<file path="config.mk">
export PLATFORM = sky130hd
export DESIGN_NAME = stack_with_promote_to_top_unit
export DESIGN_NICKNAME = d
export VERILOG_FILES = /design/src/hw/rtl/swpt_pkg.sv /design/src/hw/rtl/swpt_regs.sv /design/src/hw/rtl/swpt_ctrl.sv /design/src/hw/rtl/swpt_dp.sv /design/src/hw/rtl/stack_with_promote_to_top_unit.sv
export SDC_FILE = /design/constraint.sdc
export NUM_CORES = 1
export LEC_CHECK = 0
export ABC_AREA = 1
export BUFFER_PORTS_ARGS = -buffer_cell sky130_fd_sc_hd__clkbuf_2
export CORE_ASPECT_RATIO = 0.75
export CORE_MARGIN = 2
export CORE_UTILIZATION = 66
export CTS_CLUSTER_DIAMETER = 30
export CTS_CLUSTER_SIZE = 14
export DETAILED_ROUTE_END_ITERATION = 12
export PLACE_DENSITY = 0.85
export SYNTH_ARGS = -nofsm -noshare
export SYNTH_HDL_FRONTEND = slang
export SYNTH_SLANG_ARGS = --single-unit
</file>
<file path="constraint.sdc">
create_clock -name aclk -period 7.7 [get_ports aclk]
set_clock_uncertainty 0.1 [all_clocks]
set_input_delay 1.155 -clock aclk [delete_from_list [all_inputs] [get_ports aclk]]
set_output_delay 1.155 -clock aclk [all_outputs]
set_load 0.005 [all_outputs]
</file>
<file path="src/hw/rtl/swpt_pkg.sv">
// package for the move-to-front stack: payload words, op and status codes,
// controller states and the command/status bundles between controller and datapath
// no dependencies
package swpt_pkg;

    // fixed field widths of the channels and the register port
    localparam int VALUE_W  = 32;
    localparam int DATA_W   = 32;
    localparam int FILL_W   = 5;
    localparam int CFG_W    = 32;
    localparam int PADDR_W  = 3;

    // register index and reset value
    localparam logic              REG_COMPARE_MASK = 1'b0;
    localparam logic [CFG_W-1:0]  MASK_RESET       = 32'hFFFF_FFFF;

    // operation codes
    typedef enum logic [1:0] {
        OP_PUSH    = 2'd0,
        OP_POP     = 2'd1,
        OP_PROMOTE = 2'd2,
        OP_CLEAR   = 2'd3
    } op_t;

    // result status codes
    typedef enum logic [2:0] {
        STAT_DONE     = 3'd0,
        STAT_EMPTY    = 3'd1,
        STAT_FULL     = 3'd2,
        STAT_ONTOP    = 3'd3,
        STAT_NOTFOUND = 3'd4
    } status_t;

    // input word
    typedef struct packed {
        op_t                func;
        logic [VALUE_W-1:0] value;
    } in_word_t;

    // result word
    typedef struct packed {
        status_t            status;
        logic [DATA_W-1:0]  data;
        logic [FILL_W-1:0]  fill;
    } out_word_t;

    // controller states
    typedef enum logic [3:0] {
        S_IDLE,
        S_EXEC,
        S_POP_RD,
        S_SRCH_RD,
        S_SRCH_CMP,
        S_SHIFT_RD,
        S_SHIFT_WR,
        S_TOP_WR,
        S_RESP
    } state_t;

    // commands from controller to datapath
    typedef struct packed {
        logic    capture;      // latch op and key of an accepted word
        logic    wr_push;      // write key at the fill position
        logic    occ_inc;
        logic    occ_dec;
        logic    occ_clr;
        logic    rd_top;       // read the top entry
        logic    rd_ptr;       // read the entry at the pointer
        logic    rd_ptr_next;  // read the entry above the pointer
        logic    ptr_load_top;
        logic    ptr_dec;
        logic    ptr_inc;
        logic    hold_load;    // keep the matched entry
        logic    wr_shift;     // move the read entry down to the pointer
        logic    wr_top;       // put the kept entry on top
        logic    data_load;    // popped entry into the result data
        logic    status_load;
        status_t status_val;
        logic    out_load;     // fill the output register
    } ctrl_cmd_t;

    // status from datapath to controller
    typedef struct packed {
        op_t  func;
        logic is_empty;
        logic is_full;
        logic hit;          // read entry matches the key under the mask
        logic at_top;       // pointer is at the top entry
        logic ptr_zero;
        logic shift_last;   // entry above the pointer is the top one
        logic out_free;     // output register can take a word
    } dp_stat_t;

endpackage

</file>
<file path="src/hw/rtl/swpt_regs.sv">
// configuration register block: compare mask behind an apb-style port
// depends on swpt_pkg
module swpt_regs (
    input  logic                         aclk,
    input  logic                         aresetn,
    input  logic                         psel,
    input  logic                         penable,
    input  logic                         pwrite,
    input  logic [swpt_pkg::PADDR_W-1:0] paddr,
    input  logic [swpt_pkg::CFG_W-1:0]   pwdata,
    output logic [swpt_pkg::CFG_W-1:0]   prdata,
    output logic                         pready,
    output logic [swpt_pkg::CFG_W-1:0]   compare_mask
);

    logic [swpt_pkg::CFG_W-1:0] cmask_reg;
    logic                       sel_mask;

    // word index decode
    assign sel_mask = (paddr[swpt_pkg::PADDR_W-1] == swpt_pkg::REG_COMPARE_MASK);
    assign pready   = 1'b1;

    // register write on the access phase
    always_ff @(posedge aclk) begin
        if (!aresetn) begin
            cmask_reg <= swpt_pkg::MASK_RESET;
        end else if (psel && penable && pwrite && pready && sel_mask) begin
            cmask_reg <= pwdata;
        end
    end

    // read back
    always_comb begin
        prdata = '0;
        if (sel_mask) begin
            prdata = cmask_reg;
        end
    end

    assign compare_mask = cmask_reg;

endmodule

</file>
<file path="src/hw/rtl/swpt_ctrl.sv">
// controller state machine for the move-to-front stack
// depends on swpt_pkg; drives swpt_dp through ctrl_cmd_t
module swpt_ctrl (
    input  logic               aclk,
    input  logic               aresetn,
    input  logic               s_valid,
    output logic               s_ready,
    input  swpt_pkg::dp_stat_t stat,
    output swpt_pkg::ctrl_cmd_t cmd
);

    swpt_pkg::state_t state_reg, state_next;

    // state register
    always_ff @(posedge aclk) begin
        if (!aresetn) begin
            state_reg <= swpt_pkg::S_IDLE;
        end else begin
            state_reg <= state_next;
        end
    end

    // next state
    always_comb begin
        state_next = state_reg;
        unique case (state_reg)
            swpt_pkg::S_IDLE: begin
                if (s_valid) begin
                    state_next = swpt_pkg::S_EXEC;
                end
            end
            swpt_pkg::S_EXEC: begin
                unique case (stat.func)
                    swpt_pkg::OP_POP: begin
                        state_next = stat.is_empty ? swpt_pkg::S_RESP : swpt_pkg::S_POP_RD;
                    end
                    swpt_pkg::OP_PROMOTE: begin
                        state_next = stat.is_empty ? swpt_pkg::S_RESP : swpt_pkg::S_SRCH_RD;
                    end
                    default: begin
                        state_next = swpt_pkg::S_RESP;
                    end
                endcase
            end
            swpt_pkg::S_POP_RD:  state_next = swpt_pkg::S_RESP;
            swpt_pkg::S_SRCH_RD: state_next = swpt_pkg::S_SRCH_CMP;
            swpt_pkg::S_SRCH_CMP: begin
                priority if (stat.hit && stat.at_top) begin
                    state_next = swpt_pkg::S_RESP;
                end else if (stat.hit) begin
                    state_next = swpt_pkg::S_SHIFT_RD;
                end else if (stat.ptr_zero) begin
                    state_next = swpt_pkg::S_RESP;
                end else begin
                    state_next = swpt_pkg::S_SRCH_RD;
                end
            end
            swpt_pkg::S_SHIFT_RD: state_next = swpt_pkg::S_SHIFT_WR;
            swpt_pkg::S_SHIFT_WR: begin
                state_next = stat.shift_last ? swpt_pkg::S_TOP_WR : swpt_pkg::S_SHIFT_RD;
            end
            swpt_pkg::S_TOP_WR: state_next = swpt_pkg::S_RESP;
            swpt_pkg::S_RESP: begin
                if (stat.out_free) begin
                    state_next = swpt_pkg::S_IDLE;
                end
            end
            default: state_next = swpt_pkg::S_IDLE;
        endcase
    end

    // outputs
    always_comb begin
        cmd        = '0;
        cmd.status_val = swpt_pkg::STAT_DONE;
        s_ready    = 1'b0;
        unique case (state_reg)
            swpt_pkg::S_IDLE: begin
                s_ready     = 1'b1;
                cmd.capture = s_valid;
            end
            swpt_pkg::S_EXEC: begin
                cmd.status_load = 1'b1;
                unique case (stat.func)
                    swpt_pkg::OP_PUSH: begin
                        if (stat.is_full) begin
                            cmd.status_val = swpt_pkg::STAT_FULL;
                        end else begin
                            cmd.wr_push = 1'b1;
                            cmd.occ_inc = 1'b1;
                        end
                    end
                    swpt_pkg::OP_POP: begin
                        if (stat.is_empty) begin
                            cmd.status_val = swpt_pkg::STAT_EMPTY;
                        end else begin
                            cmd.rd_top  = 1'b1;
                            cmd.occ_dec = 1'b1;
                        end
                    end
                    swpt_pkg::OP_PROMOTE: begin
                        if (stat.is_empty) begin
                            cmd.status_val = swpt_pkg::STAT_EMPTY;
                        end else begin
                            cmd.ptr_load_top = 1'b1;
                        end
                    end
                    default: begin
                        cmd.occ_clr = 1'b1;
                    end
                endcase
            end
            swpt_pkg::S_POP_RD: begin
                cmd.data_load = 1'b1;
            end
            swpt_pkg::S_SRCH_RD: begin
                cmd.rd_ptr = 1'b1;
            end
            swpt_pkg::S_SRCH_CMP: begin
                priority if (stat.hit && stat.at_top) begin
                    cmd.status_load = 1'b1;
                    cmd.status_val  = swpt_pkg::STAT_ONTOP;
                end else if (stat.hit) begin
                    cmd.hold_load = 1'b1;
                end else if (stat.ptr_zero) begin
                    cmd.status_load = 1'b1;
                    cmd.status_val  = swpt_pkg::STAT_NOTFOUND;
                end else begin
                    cmd.ptr_dec = 1'b1;
                end
            end
            swpt_pkg::S_SHIFT_RD: begin
                cmd.rd_ptr_next = 1'b1;
            end
            swpt_pkg::S_SHIFT_WR: begin
                cmd.wr_shift = 1'b1;
                cmd.ptr_inc  = !stat.shift_last;
            end
            swpt_pkg::S_TOP_WR: begin
                cmd.wr_top = 1'b1;
            end
            swpt_pkg::S_RESP: begin
                cmd.out_load = stat.out_free;
            end
            default: begin
                s_ready = 1'b0;
            end
        endcase
    end

endmodule

</file>
<file path="src/hw/rtl/swpt_dp.sv">
// datapath of the move-to-front stack: entry memory, fill count, search
// pointer, key compare and output register
// depends on swpt_pkg; controlled by swpt_ctrl
module swpt_dp #(
    parameter int DEPTH       = 16,
    parameter int ENTRY_WIDTH = 32
) (
    input  logic                        aclk,
    input  logic                        aresetn,
    input  swpt_pkg::in_word_t          s_word,
    output swpt_pkg::out_word_t         m_word,
    output logic                        m_valid,
    input  logic                        m_ready,
    input  logic [swpt_pkg::CFG_W-1:0]  compare_mask,
    input  swpt_pkg::ctrl_cmd_t         cmd,
    output swpt_pkg::dp_stat_t          stat
);

    localparam int AW = (DEPTH > 1) ? $clog2(DEPTH) : 1;
    localparam int CW = $clog2(DEPTH + 1);
    localparam int MW = (ENTRY_WIDTH < 32) ? ENTRY_WIDTH : 32;

    logic [ENTRY_WIDTH-1:0] mem [DEPTH];

    logic [CW-1:0]          occ_reg;
    logic [AW-1:0]          ptr_reg;
    swpt_pkg::op_t          func_reg;
    logic [ENTRY_WIDTH-1:0] key_reg;
    logic [ENTRY_WIDTH-1:0] hold_reg;
    logic [ENTRY_WIDTH-1:0] rdata_reg;
    swpt_pkg::status_t      status_reg;
    logic [swpt_pkg::DATA_W-1:0] data_reg;
    swpt_pkg::out_word_t    m_word_reg;
    logic                   m_valid_reg;

    logic [AW-1:0]          top_idx;
    logic [AW-1:0]          ptr_next;
    logic [ENTRY_WIDTH-1:0] mask_ext;
    logic                   wr_en;
    logic [AW-1:0]          wr_addr;
    logic [ENTRY_WIDTH-1:0] wr_data;
    logic                   rd_en;
    logic [AW-1:0]          rd_addr;
    logic                   out_free;

    // index arithmetic
    assign top_idx  = AW'(occ_reg - CW'(1));
    assign ptr_next = ptr_reg + AW'(1);
    assign mask_ext = ENTRY_WIDTH'(compare_mask[MW-1:0]);
    assign out_free = !m_valid_reg || m_ready;

    // status to the controller
    always_comb begin
        stat.func       = func_reg;
        stat.is_empty   = (occ_reg == '0);
        stat.is_full    = (occ_reg == CW'(DEPTH));
        stat.hit        = ((rdata_reg & mask_ext) == (key_reg & mask_ext));
        stat.at_top     = (ptr_reg == top_idx);
        stat.ptr_zero   = (ptr_reg == '0);
        stat.shift_last = (ptr_next == top_idx);
        stat.out_free   = out_free;
    end

    // memory write port select
    always_comb begin
        wr_en   = cmd.wr_push || cmd.wr_shift || cmd.wr_top;
        wr_addr = ptr_reg;
        wr_data = rdata_reg;
        priority if (cmd.wr_push) begin
            wr_addr = AW'(occ_reg);
            wr_data = key_reg;
        end else if (cmd.wr_top) begin
            wr_addr = top_idx;
            wr_data = hold_reg;
        end else begin
            wr_addr = ptr_reg;
            wr_data = rdata_reg;
        end
    end

    // memory read port select
    always_comb begin
        rd_en   = cmd.rd_top || cmd.rd_ptr || cmd.rd_ptr_next;
        rd_addr = ptr_reg;
        priority if (cmd.rd_top) begin
            rd_addr = top_idx;
        end else if (cmd.rd_ptr_next) begin
            rd_addr = ptr_next;
        end else begin
            rd_addr = ptr_reg;
        end
    end

    // entry memory, one write and one registered read per cycle
    always_ff @(posedge aclk) begin
        if (wr_en) begin
            mem[wr_addr] <= wr_data;
        end
        if (rd_en) begin
            rdata_reg <= mem[rd_addr];
        end
    end

    // fill count
    always_ff @(posedge aclk) begin
        if (!aresetn) begin
            occ_reg <= '0;
        end else if (cmd.occ_clr) begin
            occ_reg <= '0;
        end else if (cmd.occ_inc) begin
            occ_reg <= occ_reg + CW'(1);
        end else if (cmd.occ_dec) begin
            occ_reg <= occ_reg - CW'(1);
        end
    end

    // search and shift pointer
    always_ff @(posedge aclk) begin
        if (cmd.ptr_load_top) begin
            ptr_reg <= top_idx;
        end else if (cmd.ptr_dec) begin
            ptr_reg <= ptr_reg - AW'(1);
        end else if (cmd.ptr_inc) begin
            ptr_reg <= ptr_next;
        end
    end

    // operation, key, kept entry and result fields
    always_ff @(posedge aclk) begin
        if (cmd.capture) begin
            func_reg <= s_word.func;
            key_reg  <= ENTRY_WIDTH'(s_word.value[MW-1:0]);
            data_reg <= '0;
        end else if (cmd.data_load) begin
            data_reg <= swpt_pkg::DATA_W'(rdata_reg[MW-1:0]);
        end
        if (cmd.hold_load) begin
            hold_reg <= rdata_reg;
        end
        if (cmd.status_load) begin
            status_reg <= cmd.status_val;
        end
    end

    // output register
    always_ff @(posedge aclk) begin
        if (!aresetn) begin
            m_valid_reg <= 1'b0;
        end else if (cmd.out_load) begin
            m_valid_reg <= 1'b1;
        end else if (m_ready) begin
            m_valid_reg <= 1'b0;
        end
    end

    always_ff @(posedge aclk) begin
        if (cmd.out_load) begin
            m_word_reg.status <= status_reg;
            m_word_reg.data   <= data_reg;
            m_word_reg.fill   <= swpt_pkg::FILL_W'(occ_reg);
        end
    end

    assign m_word  = m_word_reg;
    assign m_valid = m_valid_reg;

endmodule

</file>
<file path="src/hw/rtl/stack_with_promote_to_top_unit.sv">
// top level of the move-to-front stack: register block, controller, datapath
// depends on swpt_pkg, swpt_regs, swpt_ctrl, swpt_dp
//
// Bounded LIFO stack of DEPTH entries, ENTRY_WIDTH bits each, held in one
// single-port-write, single-port-read memory. Each input word carries push,
// pop, promote or clear and gives one result word with status, popped data and
// the fill count afterwards. Items are worked one at a time, and the memory
// gives one read and one write per cycle. A new word is taken while the
// previous result still waits in the output register. compare_mask sits at
// byte address 0; the user must write it only while the stack is idle, and
// the block itself does not enforce it.
module stack_with_promote_to_top_unit #(
    parameter int DEPTH       = 16,
    parameter int ENTRY_WIDTH = 32
) (
    input  logic                         aclk,
    input  logic                         aresetn,
    // input words
    input  logic                         s_valid,
    output logic                         s_ready,
    input  swpt_pkg::in_word_t           s_payload,
    // result words
    output logic                         m_valid,
    input  logic                         m_ready,
    output swpt_pkg::out_word_t          m_payload,
    // configuration
    input  logic                         psel,
    input  logic                         penable,
    input  logic                         pwrite,
    input  logic [swpt_pkg::PADDR_W-1:0] paddr,
    input  logic [swpt_pkg::CFG_W-1:0]   pwdata,
    output logic [swpt_pkg::CFG_W-1:0]   prdata,
    output logic                         pready
);

    logic [swpt_pkg::CFG_W-1:0] compare_mask;
    swpt_pkg::ctrl_cmd_t        cmd;
    swpt_pkg::dp_stat_t         stat;

    // configuration registers
    swpt_regs u_regs (
        .aclk         (aclk),
        .aresetn      (aresetn),
        .psel         (psel),
        .penable      (penable),
        .pwrite       (pwrite),
        .paddr        (paddr),
        .pwdata       (pwdata),
        .prdata       (prdata),
        .pready       (pready),
        .compare_mask (compare_mask)
    );

    // sequencing
    swpt_ctrl u_ctrl (
        .aclk    (aclk),
        .aresetn (aresetn),
        .s_valid (s_valid),
        .s_ready (s_ready),
        .stat    (stat),
        .cmd     (cmd)
    );

    // storage and compare
    swpt_dp #(
        .DEPTH       (DEPTH),
        .ENTRY_WIDTH (ENTRY_WIDTH)
    ) u_dp (
        .aclk         (aclk),
        .aresetn      (aresetn),
        .s_word       (s_payload),
        .m_word       (m_payload),
        .m_valid      (m_valid),
        .m_ready      (m_ready),
        .compare_mask (compare_mask),
        .cmd          (cmd),
        .stat         (stat)
    );

endmodule
</file>
==> reports/results.txt <==
outcome - complete, no violations
worst-path cell chain - inv_1 > ha_1 > nand3_4 > nand3_4 > nand2_8 > buf_4 > buf_4 > nand3_1 > nand3_1 > nand3_1 > nand3_1 > nand2_1
Largest register FFs - 512
Worst Setup Slack post-DPL - 2.97 ns
Worst Hold Margin - 0.329 ns
first-pass GRT wire length - 131 mm
CTS clk-pin slew, worst paths - 0.06 ns
Die Wd - 256 um
CTS Buffer Depth - 3
Initial DRC Count - 3772
Cell Pwr Density - 259 mW/mm2
# IOs - 151
FMAX - 194 MHz
Syn Std Cell Area - 0.0314 mm2
Avg Cell Area, Syn - 10.8 um2
actual slew at the worst max-slew pin - 1.36 ns
most common cell after layout, fill and taps aside - nand2_1
vias in the first global route - 23.7k
Hold Path Class - reg2reg
antenna cells - 0
Slew Limit Fails - 0
final setup vio count - 0
Slew headroom - 9.25%
Root Driver - clkbuf_16
Int Pwr - 0.00724 W
synthesis-stage register bit count - 731
Critical-path top delay cell - buf_4
CP endpoint kind - flip-flop
syn nets - 2998
multi-input combinational cell area - 0.00837 mm2
Die ar. - 0.0494 mm2
DIE HEIGHT - 193 um
worst skew pair latency - 0.63 ns
drt drc - 0
yosys warns - 0
Initial Util - 66.6%
first drt pass iteration count - 6
Gate power share - 4.6%
Leak - 14.6 nW
P_sw - 0.00210 W
Filler cells - 2518
crit-path max cell delay - 0.90 ns
final worst path period share - 67.1%
switch share - 22.5%
GR Util All Layers - 34.9%
clock sinks - 731
CP startpoint kind - flip-flop
setup_tns - 0 ns
Flop pwr share - 47.3%
routed length per placed instance - 23.2 um
hold_buf cts - 0
FF/Latch Area - 0.0212 mm2
Post-Syn Instances - 2912
FP Rows - 69
Detail Route Antenna Nets - 0
clock share of power - 48.1%
Max Cap Viol - 0
CTS tree - built
post-DP HPWL - 44.4 mm
Hold Path Origin - u_dp.status_reg[2]
worst r2r src - u_dp.occ_reg[0]
layout net count - 3131
Area growth syn-to-layout - 14.7%
Post-CTS Setup Repair Bufs - 0
Crit path required time - 7.95 ns
GRT overflow - 0
CP most frequent cell - nand3_1
via count - 24.1k
initial antenna violation count - 1
final hold vios - 0
share of cells above drive strength 1 - 13.0%
Final GP Congestion - 0.951
most frequent cells in the layout - 701 x nand2_1, 657 x edfxtp_1, 532 x nand3_1
Vias/cell - 6.39
Seq/Total Area, Yosys - 67.5%
VDD IR max - 0.256 mV
CP max FO - 88
H-tree depth reported by CTS - 3
Core ar. - 0.0472 mm2
WS Path Type - reg2reg
RSZ-0062 raised after global routing - false
Arr. time, crit path - 5.42 ns
largest net degree at the start of global routing - 153
final wirelength - 87.3 mm
TritonCTS buffer count - 99
shortest period the worst path allows - 5.16 ns
post-CTS sizing - 0
Netlist cell types - 36
number of port buffers - 147
final setup margin - 2.54 ns
Worst Setup SP - u_dp.occ_reg[0]
## through the flow
step | utilization (%) | cell area, um2 | power, W | std cells
after floorplan | - | 31400 | 0.00473 | 2912
after global placement | 69.4 | 32800 | 0.00487 | 3582
after detailed placement | 69.4 | 32800 | 0.00490 | 3582
after CTS | 76.3 | 36100 | 0.00932 | 3763
after global routing | 76.4 | 36100 | 0.00955 | 3764
final | 76.4 | 36100 | 0.00934 | 3764
## cell families (layout without fill, tap and decap cells)
kind of cell	Yosys count	in the layout	synth area share [%]
AND/OR/NAND/NOR	1463	1463	21.4
flip-flops	731	731	67.5
buffers and inverters	497	710	6.58
AO/OA/AOI/OAI	198	198	3.88
XOR/XNOR	12	12	0.334
adder cells (fa/ha/maj)	10	10	0.398
other	1	1	0.0119
## power groups by stage
stage          combinational [W]  clock, W  sequential [W]
4_1_cts                 0.000416   0.00449         0.00441
5_1_grt                 0.000460   0.00467         0.00442
3_3_place_gp            0.000382         0         0.00449
6_report                0.000431   0.00449         0.00442
2_1_floorplan           0.000249         0         0.00449
3_5_place_dp            0.000403         0         0.00449
## synthesized netlist by cell type, drive strengths merged
cell	number	area, um2
nand4	4	25.0
o21ai	48	244
edfxtp	657	19700
a211oi	2	15.0
conb	1	3.75
o22ai	29	181
nand3b	120	901
xnor2	4	35.0
nand2	709	2690
or2	2	12.5
o211ai	65	488
nand3	534	2700
o21bai	1	7.51
clkbuf	47	178
dfxtp	74	1480
ha	10	125
a31oi	8	50.1
inv	318	1190
o31ai	3	22.5
buf	130	689
nor2	92	377
nor3	2	10.0
clkinv	2	7.51
xor2	8	70.1
a21oi	42	210
## worst max-delay path, delay by kind of cell (launching register included)
family,cells,cell delay (ns)
adder cells (fa/ha/maj),1,0.32
buffers and inverters,3,2.02
flip-flops,1,0.66
AND/OR/NAND/NOR,8,1.54
## layer usage
| layer | wire [um] | GRT usage [%] |
|---|---|---|
| met1 | 29300 | 44.3 |
| met4 | 4910 | 19.6 |
| met3 | 11400 | 7.29 |
| met5 | 12 | 0 |
| met2 | 41700 | 56.9 |
## layout make-up
| type | count | area share (%) |
|---|---|---|
| sequential | 731 | 58.8 |
| multi-input combinational | 1684 | 23.2 |
| timing repair buffer | 209 | 3.40 |
| clock inverter | 64 | 1.99 |
| tap | 639 | 2.22 |
| inverter | 320 | 3.34 |
| clock buffer | 117 | 7.05 |
## path summary, 6_finish.rpt
kind	cells past startpoint	end	slack, ns
max	12	u_dp.rdata_reg[0]	2.54
min	0	u_dp.m_word[39]	0.33
max reg2reg	12	u_dp.rdata_reg[0]	2.54
min reg2reg	0	u_dp.m_word[39]	0.33
(Power assumes the default switching activity.)
